File: config.mk
export PLATFORM = sky130hd
export DESIGN_NAME = log_record_parser_checker_unit_flat
export DESIGN_NICKNAME = d
export VERILOG_FILES = /design/src/rtl/lrpc_pkg.sv /design/src/rtl/lrpc_if.sv /design/src/rtl/log_record_parser_checker_unit.sv /design/src/rtl/lrpc_parser.sv /design/src/rtl/lrpc_res_fifo.sv /design/src/flat_wrapper.sv
export SDC_FILE = /design/constraint.sdc
export NUM_CORES = 2
export LEC_CHECK = 0
export BUFFER_PORTS_ARGS = -buffer_cell sky130_fd_sc_hd__buf_2
export CAP_MARGIN = 20
export CORE_MARGIN = 8
export CORE_UTILIZATION = 35
export DETAILED_ROUTE_END_ITERATION = 16
export SETUP_SLACK_MARGIN = 0.1
export SLEW_MARGIN = 25
export SYNTH_ARGS = -nofsm -noshare
export SYNTH_HDL_FRONTEND = slang
export SYNTH_SLANG_ARGS = --single-unit
File: constraint.sdc
create_clock -name clk -period 14.95 [get_ports clk]
set_input_delay 2.99 -clock clk [delete_from_list [all_inputs] [get_ports clk]]
set_output_delay 2.99 -clock clk [all_outputs]
set_load 0.1 [all_outputs]
File: src/rtl/lrpc_pkg.sv
// ----------------------------------------------------------------------------
// lrpc_pkg: shared types and constants of the log record parser/checker
// Parse phases, result kinds, the result record and the push bundle that
// the parser hands to the result queue.
// ----------------------------------------------------------------------------
package lrpc_pkg;

	// Arithmetic and field sizes
	localparam logic [31:0] HASH_MUL   = 32'd31;
	localparam logic [31:0] WORD_BYTES = 32'd4;
	localparam logic [31:0] LONG_BYTES = 32'd8;

	// Default depth of the result queue (at least two)
	localparam int RES_DEPTH_DEF = 4;

	// Result kinds
	localparam logic [2:0] KIND_KEY   = 3'd0;
	localparam logic [2:0] KIND_VAL   = 3'd1;
	localparam logic [2:0] KIND_OK    = 3'd2;
	localparam logic [2:0] KIND_BAD   = 3'd3;
	localparam logic [2:0] KIND_CLEAN = 3'd4;
	localparam logic [2:0] KIND_TRUNC = 3'd5;

	// Parse phase: which field the next byte belongs to
	typedef enum logic [3:0] {
		PH_SIZE = 4'd0,
		PH_OP   = 4'd1,
		PH_KLEN = 4'd2,
		PH_KEY  = 4'd3,
		PH_VLEN = 4'd4,
		PH_VAL  = 4'd5,
		PH_TIME = 4'd6,
		PH_SEQ  = 4'd7,
		PH_CSUM = 4'd8,
		PH_SKIP = 4'd9
	} phase_t;

	// One result item
	typedef struct packed {
		logic [2:0]         kind;
		logic [7:0]         payload_byte;
		logic [7:0]         record_op;
		logic [31:0]        key_length;
		logic [31:0]        value_length;
		logic signed [63:0] time_stamp;
		logic [63:0]        sequence_number;
		logic               after_snapshot;
		logic               last;
	} result_t;

	// Up to two results produced by one input item, in order
	typedef struct packed {
		logic [1:0] count;
		result_t    first;
		result_t    second;
	} push_t;

endpackage

File: src/rtl/lrpc_if.sv
// ----------------------------------------------------------------------------
// lrpc channel interfaces
// Valid/ready channels for log bytes in, results out and the snapshot
// register write port.
// ----------------------------------------------------------------------------

// Log byte channel
interface lrpc_log_if;
	logic       valid;
	logic       ready;
	logic       op;
	logic [7:0] data_byte;

	modport source (output valid, output op, output data_byte, input ready);
	modport sink   (input valid, input op, input data_byte, output ready);
endinterface

// Result channel
interface lrpc_res_if;
	logic               valid;
	logic               ready;
	logic [2:0]         kind;
	logic [7:0]         payload_byte;
	logic [7:0]         record_op;
	logic [31:0]        key_length;
	logic [31:0]        value_length;
	logic signed [63:0] time_stamp;
	logic [63:0]        sequence_number;
	logic               after_snapshot;
	logic               last;

	modport source (output valid, output kind, output payload_byte, output record_op,
		output key_length, output value_length, output time_stamp,
		output sequence_number, output after_snapshot, output last, input ready);
	modport sink   (input valid, input kind, input payload_byte, input record_op,
		input key_length, input value_length, input time_stamp,
		input sequence_number, input after_snapshot, input last, output ready);
endinterface

// Snapshot register write channel
interface lrpc_cfg_if;
	logic        valid;
	logic        ready;
	logic [63:0] data;

	modport source (output valid, output data, input ready);
	modport sink   (input valid, input data, output ready);
endinterface

File: src/rtl/log_record_parser_checker_unit.sv
// ----------------------------------------------------------------------------
// log_record_parser_checker_unit: streaming parser and checker of
// length-prefixed log records
//
//   channel     dir   payload                                    handshake
//   log_in      in    op, data_byte                              valid/ready
//   result_out  out   kind, payload_byte, record fields, last    valid/ready
//   cfg         in    data = snapshot sequence (64 bit)          valid/ready
//
// One log byte per cycle while the queue has room: a taken byte sits in the
// input register, is stepped through the parser once the queue has room for
// two results, and its results land in a small queue from which result_out is
// served. A byte yields at most two results.
// Input ready drops only while the queue lacks room for two results.
// Reset clears the parse state, the queue and the snapshot register.
// ----------------------------------------------------------------------------
module log_record_parser_checker_unit
	import lrpc_pkg::*;
#(
	parameter int RES_DEPTH = RES_DEPTH_DEF
) (
	input  logic      clk,
	input  logic      arst_n,
	lrpc_log_if.sink  log_in,
	lrpc_res_if.source result_out,
	lrpc_cfg_if.sink  cfg
);

	logic        valid_s1;
	logic        op_s1;
	logic [7:0]  byte_s1;
	logic        advance;
	logic        room;
	logic        not_empty;
	logic        pop;
	logic [63:0] snapshot_q;
	push_t       push;
	result_t     head;

	// Snapshot register
	assign cfg.ready = 1'b1;
	always_ff @(posedge clk or negedge arst_n) begin
		if (!arst_n) begin
			snapshot_q <= '0;
		end else if (cfg.valid) begin
			snapshot_q <= cfg.data;
		end
	end

	// Input register
	assign advance      = valid_s1 && room;
	assign log_in.ready = !valid_s1 || advance;

	always_ff @(posedge clk or negedge arst_n) begin
		if (!arst_n) begin
			valid_s1 <= 1'b0;
		end else if (log_in.valid && log_in.ready) begin
			valid_s1 <= 1'b1;
		end else if (advance) begin
			valid_s1 <= 1'b0;
		end
	end

	always_ff @(posedge clk) begin
		if (log_in.valid && log_in.ready) begin
			op_s1   <= log_in.op;
			byte_s1 <= log_in.data_byte;
		end
	end

	// Parser step
	lrpc_parser u_parser (
		.clk        (clk),
		.arst_n     (arst_n),
		.item_valid (advance),
		.item_op    (op_s1),
		.item_byte  (byte_s1),
		.snapshot   (snapshot_q),
		.push       (push)
	);

	// Result queue
	assign pop = result_out.valid && result_out.ready;

	lrpc_res_fifo #(
		.DEPTH (RES_DEPTH)
	) u_res_fifo (
		.clk       (clk),
		.arst_n    (arst_n),
		.push      (push),
		.pop       (pop),
		.room      (room),
		.not_empty (not_empty),
		.head      (head)
	);

	// Output channel
	assign result_out.valid           = not_empty;
	assign result_out.kind            = head.kind;
	assign result_out.payload_byte    = head.payload_byte;
	assign result_out.record_op       = head.record_op;
	assign result_out.key_length      = head.key_length;
	assign result_out.value_length    = head.value_length;
	assign result_out.time_stamp      = head.time_stamp;
	assign result_out.sequence_number = head.sequence_number;
	assign result_out.after_snapshot  = head.after_snapshot;
	assign result_out.last            = head.last;

endmodule

File: src/rtl/lrpc_parser.sv
// ----------------------------------------------------------------------------
// lrpc_parser: record parse state and per-item step logic
// Consumes one registered item when item_valid is high, updates the parse
// state and reports up to two results for that item.
// ----------------------------------------------------------------------------
module lrpc_parser
	import lrpc_pkg::*;
(
	input  logic        clk,
	input  logic        arst_n,
	input  logic        item_valid,
	input  logic        item_op,
	input  logic [7:0]  item_byte,
	input  logic [63:0] snapshot,
	output push_t       push
);

	phase_t      phase_q, phase_d;
	logic [31:0] idx_q, idx_d;
	logic [31:0] rem_q, rem_d;
	logic [7:0]  op_q, op_d;
	logic [31:0] klen_q, klen_d;
	logic [31:0] vlen_q, vlen_d;
	logic [63:0] time_q, time_d;
	logic [63:0] seq_q, seq_d;
	logic [31:0] hash_q, hash_d;
	logic [31:0] stored_q, stored_d;
	logic        halted_q, halted_d;

	logic [31:0] idx_inc;
	logic [31:0] rem_dec;
	logic [31:0] lane4;
	logic [63:0] lane8;
	logic [31:0] hash_upd;
	logic        eol;
	logic        clean;
	logic        kv_valid;
	logic [2:0]  kv_kind;
	logic        sum_valid;
	logic        sum_ok;
	logic        csum_done;
	result_t     kv_res;
	result_t     sum_res;
	result_t     end_res;

	// Parse state registers
	always_ff @(posedge clk or negedge arst_n) begin
		if (!arst_n) begin
			phase_q  <= PH_SIZE;
			idx_q    <= '0;
			rem_q    <= '0;
			op_q     <= '0;
			klen_q   <= '0;
			vlen_q   <= '0;
			time_q   <= '0;
			seq_q    <= '0;
			hash_q   <= '0;
			stored_q <= '0;
			halted_q <= 1'b0;
		end else if (item_valid) begin
			phase_q  <= phase_d;
			idx_q    <= idx_d;
			rem_q    <= rem_d;
			op_q     <= op_d;
			klen_q   <= klen_d;
			vlen_q   <= vlen_d;
			time_q   <= time_d;
			seq_q    <= seq_d;
			hash_q   <= hash_d;
			stored_q <= stored_d;
			halted_q <= halted_d;
		end
	end

	// Next state for one item
	always_comb begin
		phase_d   = phase_q;
		idx_d     = idx_q;
		rem_d     = rem_q;
		op_d      = op_q;
		klen_d    = klen_q;
		vlen_d    = vlen_q;
		time_d    = time_q;
		seq_d     = seq_q;
		hash_d    = hash_q;
		stored_d  = stored_q;
		halted_d  = halted_q;
		eol       = 1'b0;
		clean     = 1'b0;
		kv_valid  = 1'b0;
		kv_kind   = KIND_KEY;
		sum_valid = 1'b0;
		sum_ok    = 1'b0;
		csum_done = 1'b0;

		idx_inc  = idx_q + 32'd1;
		rem_dec  = rem_q - 32'd1;
		lane4    = {24'd0, item_byte} << {idx_q[1:0], 3'b000};
		lane8    = {56'd0, item_byte} << {idx_q[2:0], 3'b000};
		hash_upd = hash_q * HASH_MUL + {24'd0, item_byte};

		if (item_op) begin
			// end of log: report and return to a fresh parse
			eol      = 1'b1;
			clean    = !halted_q && (phase_q == PH_SIZE) && (idx_q == '0);
			phase_d  = PH_SIZE;
			idx_d    = '0;
			rem_d    = '0;
			op_d     = '0;
			klen_d   = '0;
			vlen_d   = '0;
			time_d   = '0;
			seq_d    = '0;
			hash_d   = '0;
			stored_d = '0;
			halted_d = 1'b0;
		end else if (!halted_q) begin
			if (phase_q == PH_SIZE) begin
				rem_d = rem_q | lane4;
				idx_d = idx_inc;
				if (idx_inc == WORD_BYTES) begin
					// size complete: start a fresh record
					op_d     = '0;
					klen_d   = '0;
					vlen_d   = '0;
					time_d   = '0;
					seq_d    = '0;
					hash_d   = '0;
					stored_d = '0;
					idx_d    = '0;
					if ((rem_q | lane4) == '0) begin
						sum_valid = 1'b1;
						halted_d  = 1'b1;
					end else begin
						phase_d = PH_OP;
					end
				end
			end else begin
				rem_d = rem_dec;
				case (phase_q)
					PH_OP: begin
						op_d    = item_byte;
						phase_d = PH_KLEN;
						idx_d   = '0;
					end
					PH_KLEN: begin
						klen_d = klen_q | lane4;
						idx_d  = idx_inc;
						if (idx_inc == WORD_BYTES) begin
							phase_d = ((klen_q | lane4) != '0) ? PH_KEY : PH_VLEN;
							idx_d   = '0;
						end
					end
					PH_KEY: begin
						kv_valid = 1'b1;
						kv_kind  = KIND_KEY;
						hash_d   = hash_upd;
						idx_d    = idx_inc;
						if (idx_inc >= klen_q) begin
							phase_d = PH_VLEN;
							idx_d   = '0;
						end
					end
					PH_VLEN: begin
						vlen_d = vlen_q | lane4;
						idx_d  = idx_inc;
						if (idx_inc == WORD_BYTES) begin
							phase_d = ((vlen_q | lane4) != '0) ? PH_VAL : PH_TIME;
							idx_d   = '0;
						end
					end
					PH_VAL: begin
						kv_valid = 1'b1;
						kv_kind  = KIND_VAL;
						hash_d   = hash_upd;
						idx_d    = idx_inc;
						if (idx_inc >= vlen_q) begin
							phase_d = PH_TIME;
							idx_d   = '0;
						end
					end
					PH_TIME: begin
						time_d = time_q | lane8;
						idx_d  = idx_inc;
						if (idx_inc == LONG_BYTES) begin
							phase_d = PH_SEQ;
							idx_d   = '0;
						end
					end
					PH_SEQ: begin
						seq_d = seq_q | lane8;
						idx_d = idx_inc;
						if (idx_inc == LONG_BYTES) begin
							phase_d = PH_CSUM;
							idx_d   = '0;
						end
					end
					PH_CSUM: begin
						stored_d = stored_q | lane4;
						idx_d    = idx_inc;
						if (idx_inc == WORD_BYTES) begin
							csum_done = 1'b1;
						end
					end
					default: begin
						// trailing bytes of the record
						if (rem_dec == '0) begin
							phase_d = PH_SIZE;
							idx_d   = '0;
						end
					end
				endcase

				// record end: checksum verdict or overrun
				if (phase_q != PH_SKIP) begin
					if (csum_done) begin
						sum_valid = 1'b1;
						sum_ok    = (stored_d == hash_d);
						if (!sum_ok) begin
							halted_d = 1'b1;
						end else begin
							phase_d = (rem_dec != '0) ? PH_SKIP : PH_SIZE;
							idx_d   = '0;
						end
					end else if (rem_dec == '0) begin
						sum_valid = 1'b1;
						halted_d  = 1'b1;
					end
				end
			end
		end
	end

	// Result records
	always_comb begin
		kv_res              = '0;
		kv_res.kind         = kv_kind;
		kv_res.payload_byte = item_byte;

		end_res      = '0;
		end_res.kind = clean ? KIND_CLEAN : KIND_TRUNC;
		end_res.last = 1'b1;

		sum_res                 = '0;
		sum_res.kind            = sum_ok ? KIND_OK : KIND_BAD;
		sum_res.record_op       = op_d;
		sum_res.key_length      = klen_d;
		sum_res.value_length    = vlen_d;
		sum_res.time_stamp      = time_d;
		sum_res.sequence_number = seq_d;
		sum_res.after_snapshot  = sum_ok && (seq_d > snapshot);
		sum_res.last            = 1'b1;

		push = '0;
		if (!item_valid) begin
			push.count = 2'd0;
		end else if (eol) begin
			push.count = 2'd1;
			push.first = end_res;
		end else if (kv_valid && sum_valid) begin
			push.count  = 2'd2;
			push.first  = kv_res;
			push.second = sum_res;
		end else if (kv_valid) begin
			push.count      = 2'd1;
			push.first      = kv_res;
			push.first.last = 1'b1;
		end else if (sum_valid) begin
			push.count = 2'd1;
			push.first = sum_res;
		end
	end

endmodule

File: src/rtl/lrpc_res_fifo.sv
// ----------------------------------------------------------------------------
// lrpc_res_fifo: result queue
// Takes up to two results per cycle, hands out one per cycle in order while pop is high.
// room is high while at least two entries are free.
// ----------------------------------------------------------------------------
module lrpc_res_fifo
	import lrpc_pkg::*;
#(
	parameter int DEPTH = RES_DEPTH_DEF
) (
	input  logic    clk,
	input  logic    arst_n,
	input  push_t   push,
	input  logic    pop,
	output logic    room,
	output logic    not_empty,
	output result_t head
);

	localparam int PW = (DEPTH > 1) ? $clog2(DEPTH) : 1;
	localparam int CW = $clog2(DEPTH + 1);
	localparam logic [PW-1:0] LAST_PTR = PW'(DEPTH - 1);

	result_t         mem_q [DEPTH];
	logic [PW-1:0]   wp_q, rp_q;
	logic [PW-1:0]   wp_1, wp_2, rp_1;
	logic [CW-1:0]   count_q;

	// Pointer advance with wrap
	always_comb begin
		wp_1 = (wp_q == LAST_PTR) ? '0 : wp_q + PW'(1);
		wp_2 = (wp_1 == LAST_PTR) ? '0 : wp_1 + PW'(1);
		rp_1 = (rp_q == LAST_PTR) ? '0 : rp_q + PW'(1);
	end

	assign room      = (count_q <= CW'(DEPTH - 2));
	assign not_empty = (count_q != '0);
	assign head      = mem_q[rp_q];

	// Entry storage
	always_ff @(posedge clk) begin
		if (push.count != 2'd0) begin
			mem_q[wp_q] <= push.first;
		end
		if (push.count == 2'd2) begin
			mem_q[wp_1] <= push.second;
		end
	end

	// Pointers and fill count
	always_ff @(posedge clk or negedge arst_n) begin
		if (!arst_n) begin
			wp_q    <= '0;
			rp_q    <= '0;
			count_q <= '0;
		end else begin
			case (push.count)
				2'd1:    wp_q <= wp_1;
				2'd2:    wp_q <= wp_2;
				default: wp_q <= wp_q;
			endcase
			if (pop) begin
				rp_q <= rp_1;
			end
			count_q <= count_q + CW'(push.count) - CW'(pop);
		end
	end

endmodule

File: src/flat_wrapper.sv
// flat-port wrapper written by rule: the top's interface ports become plain ports
module log_record_parser_checker_unit_flat import lrpc_pkg::*;
#(
	parameter int RES_DEPTH = RES_DEPTH_DEF
)
  (clk, arst_n, log_in_valid, log_in_op, log_in_data_byte, log_in_ready, result_out_valid, result_out_kind, result_out_payload_byte, result_out_record_op, result_out_key_length, result_out_value_length, result_out_time_stamp, result_out_sequence_number, result_out_after_snapshot, result_out_last, result_out_ready, cfg_valid, cfg_data, cfg_ready);
  lrpc_log_if log_in_i ();
  lrpc_res_if result_out_i ();
  lrpc_cfg_if cfg_i ();
  input  logic clk;
  input  logic arst_n;
  input wire logic [$bits(log_in_i.valid)-1:0] log_in_valid;
  input wire logic [$bits(log_in_i.op)-1:0] log_in_op;
  input wire logic [$bits(log_in_i.data_byte)-1:0] log_in_data_byte;
  output wire logic [$bits(log_in_i.ready)-1:0] log_in_ready;
  output wire logic [$bits(result_out_i.valid)-1:0] result_out_valid;
  output wire logic [$bits(result_out_i.kind)-1:0] result_out_kind;
  output wire logic [$bits(result_out_i.payload_byte)-1:0] result_out_payload_byte;
  output wire logic [$bits(result_out_i.record_op)-1:0] result_out_record_op;
  output wire logic [$bits(result_out_i.key_length)-1:0] result_out_key_length;
  output wire logic [$bits(result_out_i.value_length)-1:0] result_out_value_length;
  output wire logic [$bits(result_out_i.time_stamp)-1:0] result_out_time_stamp;
  output wire logic [$bits(result_out_i.sequence_number)-1:0] result_out_sequence_number;
  output wire logic [$bits(result_out_i.after_snapshot)-1:0] result_out_after_snapshot;
  output wire logic [$bits(result_out_i.last)-1:0] result_out_last;
  input wire logic [$bits(result_out_i.ready)-1:0] result_out_ready;
  input wire logic [$bits(cfg_i.valid)-1:0] cfg_valid;
  input wire logic [$bits(cfg_i.data)-1:0] cfg_data;
  output wire logic [$bits(cfg_i.ready)-1:0] cfg_ready;
  assign log_in_i.valid = log_in_valid;
  assign log_in_i.op = log_in_op;
  assign log_in_i.data_byte = log_in_data_byte;
  assign log_in_ready = log_in_i.ready;
  assign result_out_valid = result_out_i.valid;
  assign result_out_kind = result_out_i.kind;
  assign result_out_payload_byte = result_out_i.payload_byte;
  assign result_out_record_op = result_out_i.record_op;
  assign result_out_key_length = result_out_i.key_length;
  assign result_out_value_length = result_out_i.value_length;
  assign result_out_time_stamp = result_out_i.time_stamp;
  assign result_out_sequence_number = result_out_i.sequence_number;
  assign result_out_after_snapshot = result_out_i.after_snapshot;
  assign result_out_last = result_out_i.last;
  assign result_out_i.ready = result_out_ready;
  assign cfg_i.valid = cfg_valid;
  assign cfg_i.data = cfg_data;
  assign cfg_ready = cfg_i.ready;
  log_record_parser_checker_unit #(.RES_DEPTH(RES_DEPTH)) u_core (.clk(clk), .arst_n(arst_n), .log_in(log_in_i), .result_out(result_out_i), .cfg(cfg_i));
endmodule
==> reports/qor.yml <==
sta:
  rsz0062_at_grt: "false"
  period_needed_ps: 8830
  finalHoldViolCount: 0
  setup_ws_ps: 6120
  tightest_slew_ps: 1160
  slew_violations: 0
  slew_headroom: 0.226
  fmax_ghz: 0.113
  setup_viol: 0
  post-route-period-util: 0.591
  fin_skew_ps: 39.1
  tns_ps: 0
synthesis:
  seq_area_frac_synth: 0.546
  syn_nets: 6338
  synthArstFlopShare: 0.320
  synth_edf_count: 825
  yosys_warnings: 0
  ys_ff_latch: 1266
  synth_area_um2: 65200
  synthTopCellsByArea: "edfxtp_1 (38%), dfrtp_1 (16%), mux4_2 (7.4%)"
  synth_top_area_frac: 0.380
  synth_cell_type_count: 84
  yosys.area.top_type: "edfxtp_1"
  syn_avg_cell_area_um2: 10.9
  synth_top_flop_cell: "edfxtp_1"
  synth_cells: 5964
grt:
  grt_start_max_net_pins: 148
  antenna_found_initial: 7
  grt_util_all_layers: 0.208
  grt_pass1_wl_mm: 315
  grt_pass1_vias: 46874
  grt-ovfl-total: 0
die:
  start_util: 0.352
  core_area_um2: 185000
  row_count: 158
  die_w_um: 448
  num_io_pins: 294
  dieArea_um2: 200000
  die_height_um: 448
cells_and_area:
  area_delta_synth_final_pct: 13.7
  layout_common_cells: "nor2_1 (1236), edfxtp_1 (825), a21oi_1 (406)"
  final_cells: 8701
  final_layout_size_suffix_gt1_frac: 0.155
  final_common_cell: "nor2_1"
  fin_nets: 6475
setup_path:
  crit_path_end_kind: "flip-flop"
  slowest_delay_ps: 920
  arrival_ps: 9330
  crit_path_frequent_cell: "a21o_1"
  slowest_stage: "dfrtp_1"
  criticalPathCategory: "flip-flop to flip-flop"
  path_cells: "and4_1 -> nand3_1 -> nor3_2 -> xnor2_1 -> nor4_1 -> and4b_1 -> nand2_4 -> nand2_4 -> buf_4 -> nor2_1 -> ha_1 -> a21o_1 -> a21o_1 -> a21o_1 -> a21o_1 -> a21o_1 -> a21o_1 -> a21oi_1 -> o22ai_1 -> o41ai_1 -> a2111oi_4 -> nor2b_1"
  critPathLaunchType: "flip-flop"
  path_max_fanout: 68
  rr_startpoint: "u_core.u_parser.idx_q[0]"
  critPathLaunch: "u_core.u_parser.idx_q[0]"
  worstPathRequired_ps: 15450
clocking:
  htree_levels: 4
  cts-resized-gates: 0
  cts_tree: "yes"
  root_buffer: "clkbuf_16"
  cts_buffer_depth: 3
  numClockSinks: 1266
  hold_buffers: 0
  cts_setup_buffers: 0
  clk_pin_slew_ps: 60
  clkLatencyLatePin_ps: 810
  cts_buffers: 141
detailed_routing:
  vias: 47501
  drt_iter0_drc: 4548
  first_pass_iters: 6
  drtAntennaViolNets: 0
  routed_wl_mm: 214
  drc: 0
  route.detailed.wl_per_inst_um: 24.6
  vias_per_cell: 5.46
pwr:
  static-leakage-power_uw: 0.0279
  vdd_ir_drop_max_v: 0.000267
  total_power_uw: 14900
  p_per_area_nw_per_um2: 201
job:
  maxCapViolCount: 0
min_path:
  hold_class: "flip-flop to flip-flop"
  hp-start: "u_core.u_res_fifo.mem_q[3][212]"
placed_design:
  dp_cells: 8436
  gp_congestion: 0.935
  hpwl_mm: 145
  post-place-ws_ps: 6360
  port-buffer-count: 292
status:
  status: "finished clean"
area by class of cell:
type                            instances  area [um2]
Tap cell                             2480        3100
Sequential cell                      1266       35600
Fill cell                           17927      111000
Inverter                              350        1340
Timing Repair Buffer                  399        2390
Antenna cell                            2        5.00
Multi-Input combinational cell       3943       26900
Clock buffer                          194        4030
Clock inverter                         67         827
kinds of logic (layout without fill, tap and decap cells):
group	count (synthesis)	in the layout	synth area share
XOR/XNOR	104	104	0.0140
other	1	3	0.0000575
multiplexers	233	233	0.0767
flip-flops	1266	1266	0.546
AO/OA/AOI/OAI	1138	1138	0.105
AND/OR/NAND/NOR	2171	2171	0.145
adder cells (fa/ha/maj)	296	296	0.0672
buffers and inverters	755	1010	0.0456
worst paths after layout:
check                                                   to  cells after the start  slack [ps]
max                          u_core.u_res_fifo.mem_q[3][1]                     22        6120
min                        u_core.u_res_fifo.mem_q[3][212]                      2         460
max reg2reg                  u_core.u_res_fifo.mem_q[3][1]                     22        6120
min reg2reg                u_core.u_res_fifo.mem_q[3][212]                      2         460
max in group asynchronous       u_core.u_parser.vlen_q[14]                      3       10580
min in group asynchronous            u_core.snapshot_q[24]                      1        2130
synthesized netlist by cell type (89+ instances only):
cell / n
o31ai_1: 89
buf_2: 97
nand2_1: 386
ha_1: 205
inv_1: 349
dfrtp_1: 405
fa_1: 91
a21oi_1: 408
mux4_2: 213
edfxtp_1: 825
nor2_1: 1244
o21ai_0: 346
clkbuf_1: 263
report_power, final:
| group | leakage (uW) | switching, uW | internal, uW |
|---|---|---|---|
| Sequential | 0.0135 | 288 | 4120 |
| Clock | 0.00237 | 1480 | 2160 |
| Combinational | 0.0120 | 5270 | 1570 |
metrics by stage:
step	cell area, um2	hold WS [ps]	utilization
floorplan	65200	420	-
global placement	69200	431	0.373
detailed placement	69300	442	0.374
CTS	74100	456	0.400
global route	74200	481	0.400
finish	74200	457	0.400
flip-flops by register name (all words and copies together) (netlist names), 2 cells and up:
| signal | count |
|---|---|
| u_core.byte_s1 | 8 |
| u_core.snapshot_q | 64 |
| u_core.u_parser.hash_q | 32 |
| u_core.u_parser.idx_q | 32 |
| u_core.u_parser.klen_q | 32 |
| u_core.u_parser.op_q | 8 |
| u_core.u_parser.phase_q | 4 |
| u_core.u_parser.rem_q | 32 |
| u_core.u_parser.seq_q | 64 |
| u_core.u_parser.stored_q | 32 |
| u_core.u_parser.time_q | 64 |
| u_core.u_parser.vlen_q | 32 |
| u_core.u_res_fifo.count_q | 3 |
| u_core.u_res_fifo.mem_q | 852 |
| u_core.u_res_fifo.rp_q | 2 |
| u_core.u_res_fifo.wp_q | 2 |
critical path, delay by kind of cell, from the launching register on:
kind / cells / cell delay, ps
DFF: 1 / 920
AOI/OAI and AO/OA: 10 / 2480
buffers and inverters: 1 / 680
xor gates and xnor gates: 1 / 280
adders and majority gates: 1 / 330
and+or+nand+nor: 9 / 3720
metal layers:
| metal | part of all wire | global-route usage | wire (um) |
|---|---|---|---|
| met5 | 0.000065 | 0 | 14 |
| met4 | 0.054 | 0.0997 | 11600 |
| met1 | 0.41 | 0.272 | 87900 |
| met2 | 0.47 | 0.335 | 101000 |
| met3 | 0.066 | 0.0366 | 14000 |
Note: power is estimated with default switching activity, not from simulation.
